$ cat config.mk
export PLATFORM = sky130hd
export DESIGN_NAME = dibc_ctrl
export DESIGN_NICKNAME = d
export VERILOG_FILES = /design/src/rtl/dibc_pkg.sv /design/src/rtl/dibc_ctrl.sv
export SDC_FILE = /design/constraint.sdc
export NUM_CORES = 1
export LEC_CHECK = 0
export ABC_AREA = 1
export BUFFER_PORTS_ARGS = -buffer_cell sky130_fd_sc_hd__buf_2
export CAP_MARGIN = 5
export CELL_PAD_IN_SITES_DETAIL_PLACEMENT = 1
export CELL_PAD_IN_SITES_GLOBAL_PLACEMENT = 1
export CORE_AREA = 5 5 42 44
export CTS_CLUSTER_DIAMETER = 120
export DETAILED_ROUTE_END_ITERATION = 12
export DIE_AREA = 0 0 47 49
export GPL_TIMING_DRIVEN = 1
export PLACE_DENSITY = 0.65
export SLEW_MARGIN = 10
export SYNTH_ARGS = -nofsm -noshare
export SYNTH_HDL_FRONTEND = slang
export SYNTH_SLANG_ARGS = --single-unit
$ cat constraint.sdc
create_clock -name clk -period 2.35 [get_ports clk]
set_input_delay 0.3525 -clock clk [delete_from_list [all_inputs] [get_ports clk]]
set_output_delay 0.3525 -clock clk [all_outputs]
set_load 0.03 [all_outputs]
$ cat src/rtl/dibc_pkg.sv
// Shared types, constants and helper functions for the dual-index barcode classifier.
// No dependencies; imported by every module of the block.
package dibc_pkg;

    // Default sizing
    localparam int MAX_SAMPLES_DEF   = 64;
    localparam int BARCODE_CHARS_DEF = 8;

    // Fixed field widths
    localparam int CODE_BITS  = 64;
    localparam int TRIM_W     = 8;
    localparam int ROUTE_W    = 7;
    localparam int LEN_W      = 4;
    localparam int DIST_W     = 4;
    localparam int IDX_W      = 6;
    localparam int CFG_IDX_W  = 3;
    localparam int CFG_DATA_W = 7;
    localparam int IN_DATA_W  = 280;
    localparam int OUT_DATA_W = 32;

    // Operation codes (carried on tuser)
    localparam logic OP_LOAD     = 1'b0;
    localparam logic OP_CLASSIFY = 1'b1;

    // Configuration register indexes
    localparam logic [CFG_IDX_W-1:0] CFG_MISMATCH_LIMIT = 3'd0;
    localparam logic [CFG_IDX_W-1:0] CFG_FIRST_LEN      = 3'd1;
    localparam logic [CFG_IDX_W-1:0] CFG_SECOND_LEN     = 3'd2;
    localparam logic [CFG_IDX_W-1:0] CFG_TRIM_DISABLE   = 3'd3;
    localparam logic [CFG_IDX_W-1:0] CFG_SAMPLE_COUNT   = 3'd4;

    typedef struct packed {
        logic [LEN_W-1:0]   mismatch_limit;
        logic [LEN_W-1:0]   first_len;
        logic [LEN_W-1:0]   second_len;
        logic               trim_disable;
        logic [ROUTE_W-1:0] sample_count;
    } dibc_cfg_t;

    // Controller to datapath
    typedef struct packed {
        logic write_entry;
        logic start;
        logic rd_issue;
        logic load_out;
    } dibc_cmd_t;

    // Datapath to controller
    typedef struct packed {
        logic scan_ok;
        logic last_issue;
        logic matched;
        logic out_free;
    } dibc_status_t;

    // Count differing bytes over the first len characters
    function automatic logic [DIST_W-1:0] hamming(
        input logic [CODE_BITS-1:0] a,
        input logic [CODE_BITS-1:0] b,
        input logic [LEN_W-1:0]     len
    );
        logic [DIST_W-1:0] d;
        d = '0;
        for (int k = 0; k < 8; k++) begin
            if ((LEN_W'(k) < len) && (a[8*k +: 8] != b[8*k +: 8]))
                d = d + DIST_W'(1);
        end
        return d;
    endfunction

    // Mask covering the first len characters
    function automatic logic [CODE_BITS-1:0] byte_mask(input logic [LEN_W-1:0] len);
        logic [CODE_BITS-1:0] m;
        m = '0;
        for (int k = 0; k < 8; k++) begin
            if (LEN_W'(k) < len)
                m[8*k +: 8] = 8'hFF;
        end
        return m;
    endfunction

endpackage

$ cat src/rtl/dibc_ctrl.sv
// Sequencing state machine for the barcode classifier: load, scan, drain, result.
// Depends on dibc_pkg.
module dibc_ctrl
(
    input  logic                  clk,
    input  logic                  rst_n,
    input  logic                  in_valid,
    input  logic                  in_op,
    output logic                  in_ready,
    input  dibc_pkg::dibc_status_t status,
    output dibc_pkg::dibc_cmd_t    cmd
);
    import dibc_pkg::*;

    typedef enum logic [3:0] {
        ST_IDLE  = 4'b0001,
        ST_SCAN  = 4'b0010,
        ST_DRAIN = 4'b0100,
        ST_DONE  = 4'b1000
    } state_t;

    state_t state_reg, state_next;
    logic   in_fire;

    assign in_ready = (state_reg == ST_IDLE);
    assign in_fire  = in_valid && in_ready;

    // Next state and commands
    always_comb
    begin
        state_next      = state_reg;
        cmd.write_entry = in_fire && (in_op == OP_LOAD);
        cmd.start       = in_fire && (in_op == OP_CLASSIFY);
        cmd.rd_issue    = 1'b0;
        cmd.load_out    = 1'b0;
        unique case (state_reg)
            ST_IDLE:
            begin
                if (cmd.start)
                    state_next = status.scan_ok ? ST_SCAN : ST_DONE;
            end
            ST_SCAN:
            begin
                // stop early once a route is known
                if (status.matched)
                    state_next = ST_DONE;
                else
                begin
                    cmd.rd_issue = 1'b1;
                    if (status.last_issue)
                        state_next = ST_DRAIN;
                end
            end
            ST_DRAIN:
            begin
                state_next = ST_DONE;
            end
            ST_DONE:
            begin
                if (status.out_free)
                begin
                    cmd.load_out = 1'b1;
                    state_next   = ST_IDLE;
                end
            end
            default:
            begin
                state_next = ST_IDLE;
            end
        endcase
    end

    always_ff @(posedge clk or negedge rst_n)
    begin
        if (!rst_n)
            state_reg <= ST_IDLE;
        else
            state_reg <= state_next;
    end

endmodule

* Yosys cells after proc, flatten, opt, wreduce, memory -nomap -nowiden
Cells that the tools add are included.
Storage, ports and cells: register bits after elaboration 4, input bits 8, output and inout bits 5, logic and storage cells 23
Operators by class: equal/unequal tests 7, muxes and demuxes 10, bitwise logic cells 1, reductions and logical operators 4
Operators with widths (number):
- 4-bit two-way mux | 5
- 4-bit one-hot mux with 4 select lines | 1
- 4-bit by 1-bit equality test with 1-bit output (second input constant) | 1
- 4-bit by 2-bit equality test with 1-bit output (second input constant) | 1
- 4-bit by 3-bit equality test with 1-bit output (second input constant) | 1
- 4-bit equality test (second input constant) | 1
- 1-bit two-way mux | 4
- 1-bit logical AND | 3
- 3-bit != test (second input constant) | 1
- 3-bit AND reduction | 1
- 2-bit by 1-bit != test with 1-bit output (second input constant) | 1
- 2-bit != test (second input constant) | 1
- 1-bit NOT | 1

* Logic depth before layout (Yosys ltp)
depth in word-level cells 5, mapped depth 7

* Worst setup path after synthesis
Ideal clock, no wire load.
path kind register to output, from register state_reg[0], to output port cmd[2] in the netlist's numbering, arrival time 1.419 ns, setup slack 0.578 ns, cell stages (with the launch flop) 5, buffers on the path 0, cell sequence dfstp_2 -> inv_1 -> nor2_2 -> nand2_2 -> nor3_1
RTL lines:
- start: declaration | line dibc_ctrl.sv:22 | state_t state_reg, state_next;
- start signal: assignment | line dibc_ctrl.sv:78 | state_reg <= state_next;
- end: declaration | line dibc_ctrl.sv:11 | output dibc_pkg::dibc_cmd_t cmd

==> impl_results.md <==
- Status: complete, no violations
- Sw Share: 0.483
- Final hold slack: 0.383 ns
- DRT Pass-1 Iters: 2
- Total global-route track usage: 0.0833
- Slowest-stage cell, CP: dfstp_2
- PwrDens: 1170 nW/µm²
- Initial Utilization: 0.203
- VDD IR max: 0.321 mV
- Final ANT Viol Nets: 0
- Drt drc: 0
- Sum of negative setup slack: 0 ns
- Fin crit period: 1.74 ns
- Worst setup path class: flip-flop to output pin
- Root buf cell: clkbuf_4
- Post-CTS Setup Bufs: 0
- Post-Syn Instances: 44
- Vias in the first global route: 340
- Post-DR vias/cell: 4.26
- Max Freq: 576 MHz
- Mean Syn Cell Area: 6.46 µm²
- Slew HR: 0.841
- Share of layout cells above drive strength 1: 0.377
- CTS clk-pin slew, worst paths: 0.04 ns
- Synth Area in XOR/XNOR: 0
- Sequential share of the synthesized area: 0.357
- Cell Area, Synth: 284 µm²
- Crit start category: flip-flop
- Crit path capture type: output pin
- CP max stage delay: 0.54 ns
- RSZ-0062 raised after global routing: no
- Fin cells: 77
- Initial DRC count: 4
- Combinational share of power: 0.547
- Pint: 0.000242 W
- Synth cell types: 12
- Grt total ovfl: 0
- Largest net degree at the start of global routing: 6
- Max clock buf depth: 2
- Final Setup Violations: 0
- H-tree depth: 1
- Yosys reg bits: 4
- Worst clock skew: 0.00641 ns
- Worst-margin pin slew: 0.238 ns
- TritonCTS clock tree: yes
- WP buf/inv: 2
- GPL Wtd Cong: 0.759
- Critical Path RT: 2.00 ns
- Synth Warn #: 0
- Die width: 47 µm
- Worst hold path type: input pin to flip-flop
- Leakage power figure: 0.232 nW
- Pre-CTS setup slack: 0.854 ns
- Initial antenna violation count: 0
- Cts bufs inserted: 3
- I/O pin total: 13
- Complex-gate fraction of the synthesized area: 0.0485
- Worst skew pair latency: 0.24 ns
- Largest family of logic cells by synthesized area: simple AND/OR/NAND/NOR gates
- Synthesis-to-layout area growth: 41.0%
- Sequential share of power: 0.250
- Clock power share: 0.203
- Layout Nets: 70
- Setup ws final: 0.613 ns
- Max-cap violations: 0
- First-pass GRT wire length: 1340 µm
- Final Hold Fails: 0
- Cts hold-fix bufs: 1
- Post-cts sizing count: 0
- Placed Cells: 72
- Post-Synth Adder-Cell Area: 0
- Post-Layout Inst Area: 400 µm²
- Via count: 328
- Period utilization: 0.739
- Sink Count: 4
- Placed instance area: 364 µm²
- Core ar.: 1400 µm²
- ANT cells: 0
- Port Buffers: 12
- Die area: 2300 µm²
- Critical path peak fanout: 5
- Cells along the critical path: inv_1 > nor2_2 > nand2_2 > nor3_1 > buf_2
- Mux cell area share after synthesis: 0
- Simple-Gate Fraction of Synth Area: 0.463
- Top delay family on crit path: flip-flops
- Syn Nets: 52
- Final wirelength: 735 µm
- DIE HEIGHT: 49 µm
- Filler cells: 202
- Data arrival, critical path: 1.38 ns
- Per-cell routed wire length: 9.55 µm
- Net load switching power: 0.000226 W
- Area occupied by multi-input gates: 145 µm²
- Register Area: 101 µm²
- Max Slew Vio Count: 0
- Num rows: 14
- Max reg flops: 4
- Hpwl dp: 634 µm
## area by class of cell
| type | instances | area share |
|---|---|---|
| sequential | 4 | 0.253 |
| inverter | 10 | 0.0938 |
| clock buffer | 4 | 0.0656 |
| multi-input combinational | 30 | 0.362 |
| tap | 16 | 0.0500 |
| timing repair buffer | 13 | 0.175 |
## worst min-delay path: cells and delay by family
kind,cells,cell delay [ns]
simple gates,2,0.08
buf+inv,2,0.15
## metrics by stage
step | total power (W) | util
after floorplan | 0.000312 | -
after global placement | 0.000372 | 0.260
after detailed placement | 0.000377 | 0.260
after CTS | 0.000478 | 0.286
after global routing | 0.000522 | 0.286
final | 0.000468 | 0.286
## per-layer routing
layer	GRT usage	wire, µm	vias up
met2	0.118	373	7
met3	0.0443	35	4
met5	0	0	-
met1	0.0929	303	149
met4	0.0553	23	0
li1	-	-	168
## power groups by stage
stage / Sequential [W] / Combinational, W / Clock (W)
after floorplan: 0.000115 / 0.000197 / 0
after global placement: 0.000117 / 0.000255 / 0
after detailed placement: 0.000119 / 0.000259 / 0
after CTS: 0.000118 / 0.000261 / 0.0000994
after global routing: 0.000124 / 0.000287 / 0.000111
final: 0.000117 / 0.000256 / 0.0000950
## Yosys cell counts
cell,number,area share
inv_2,1,0.013
o21ai_0,1,0.018
inv_1,9,0.12
nor3_1,2,0.035
dfrtp_1,3,0.26
nand3_1,9,0.16
nor2_2,4,0.088
nor2_1,6,0.079
o21ai_2,1,0.031
dfstp_2,1,0.093
nand2_1,6,0.079
nand2_2,1,0.022
## kinds of logic after synthesis
logic type,count (synthesis)
compound gates,2
buf+inv,10
flops,4
simple gates,28
## final timing paths
check / startpoint / end / slack [ns] / cells past startpoint
setup / recovery: state_reg[0] / cmd[2] / 0.61 / 5
hold / removal: status[1] / state_reg[2] / 0.38 / 4
setup reg to reg: state_reg[0] / state_reg[3] / 1.16 / 7
hold reg to reg: state_reg[2] / state_reg[3] / 0.64 / 3
max in group asynchronous: rst_n / state_reg[0] / 1.70 / 2
min in group asynchronous: rst_n / state_reg[2] / 0.44 / 2
## cells in the final DEF (no fill, tap or decap)
| master | instances |
|---|---|
| o21ai_2 | 1 |
| clkbuf_1 | 1 |
| dfstp_2 | 1 |
| buf_2 | 12 |
| dlygate4sd3_1 | 1 |
| nor3_1 | 2 |
| nand2_1 | 6 |
| inv_1 | 9 |
| nor2_1 | 6 |
| nand2_2 | 1 |
| dfrtp_1 | 3 |
| o21ai_0 | 1 |
| inv_2 | 1 |
| nand3_1 | 9 |
| nor2_2 | 4 |
| clkbuf_4 | 3 |
Power figures use the tool's default switching activity.
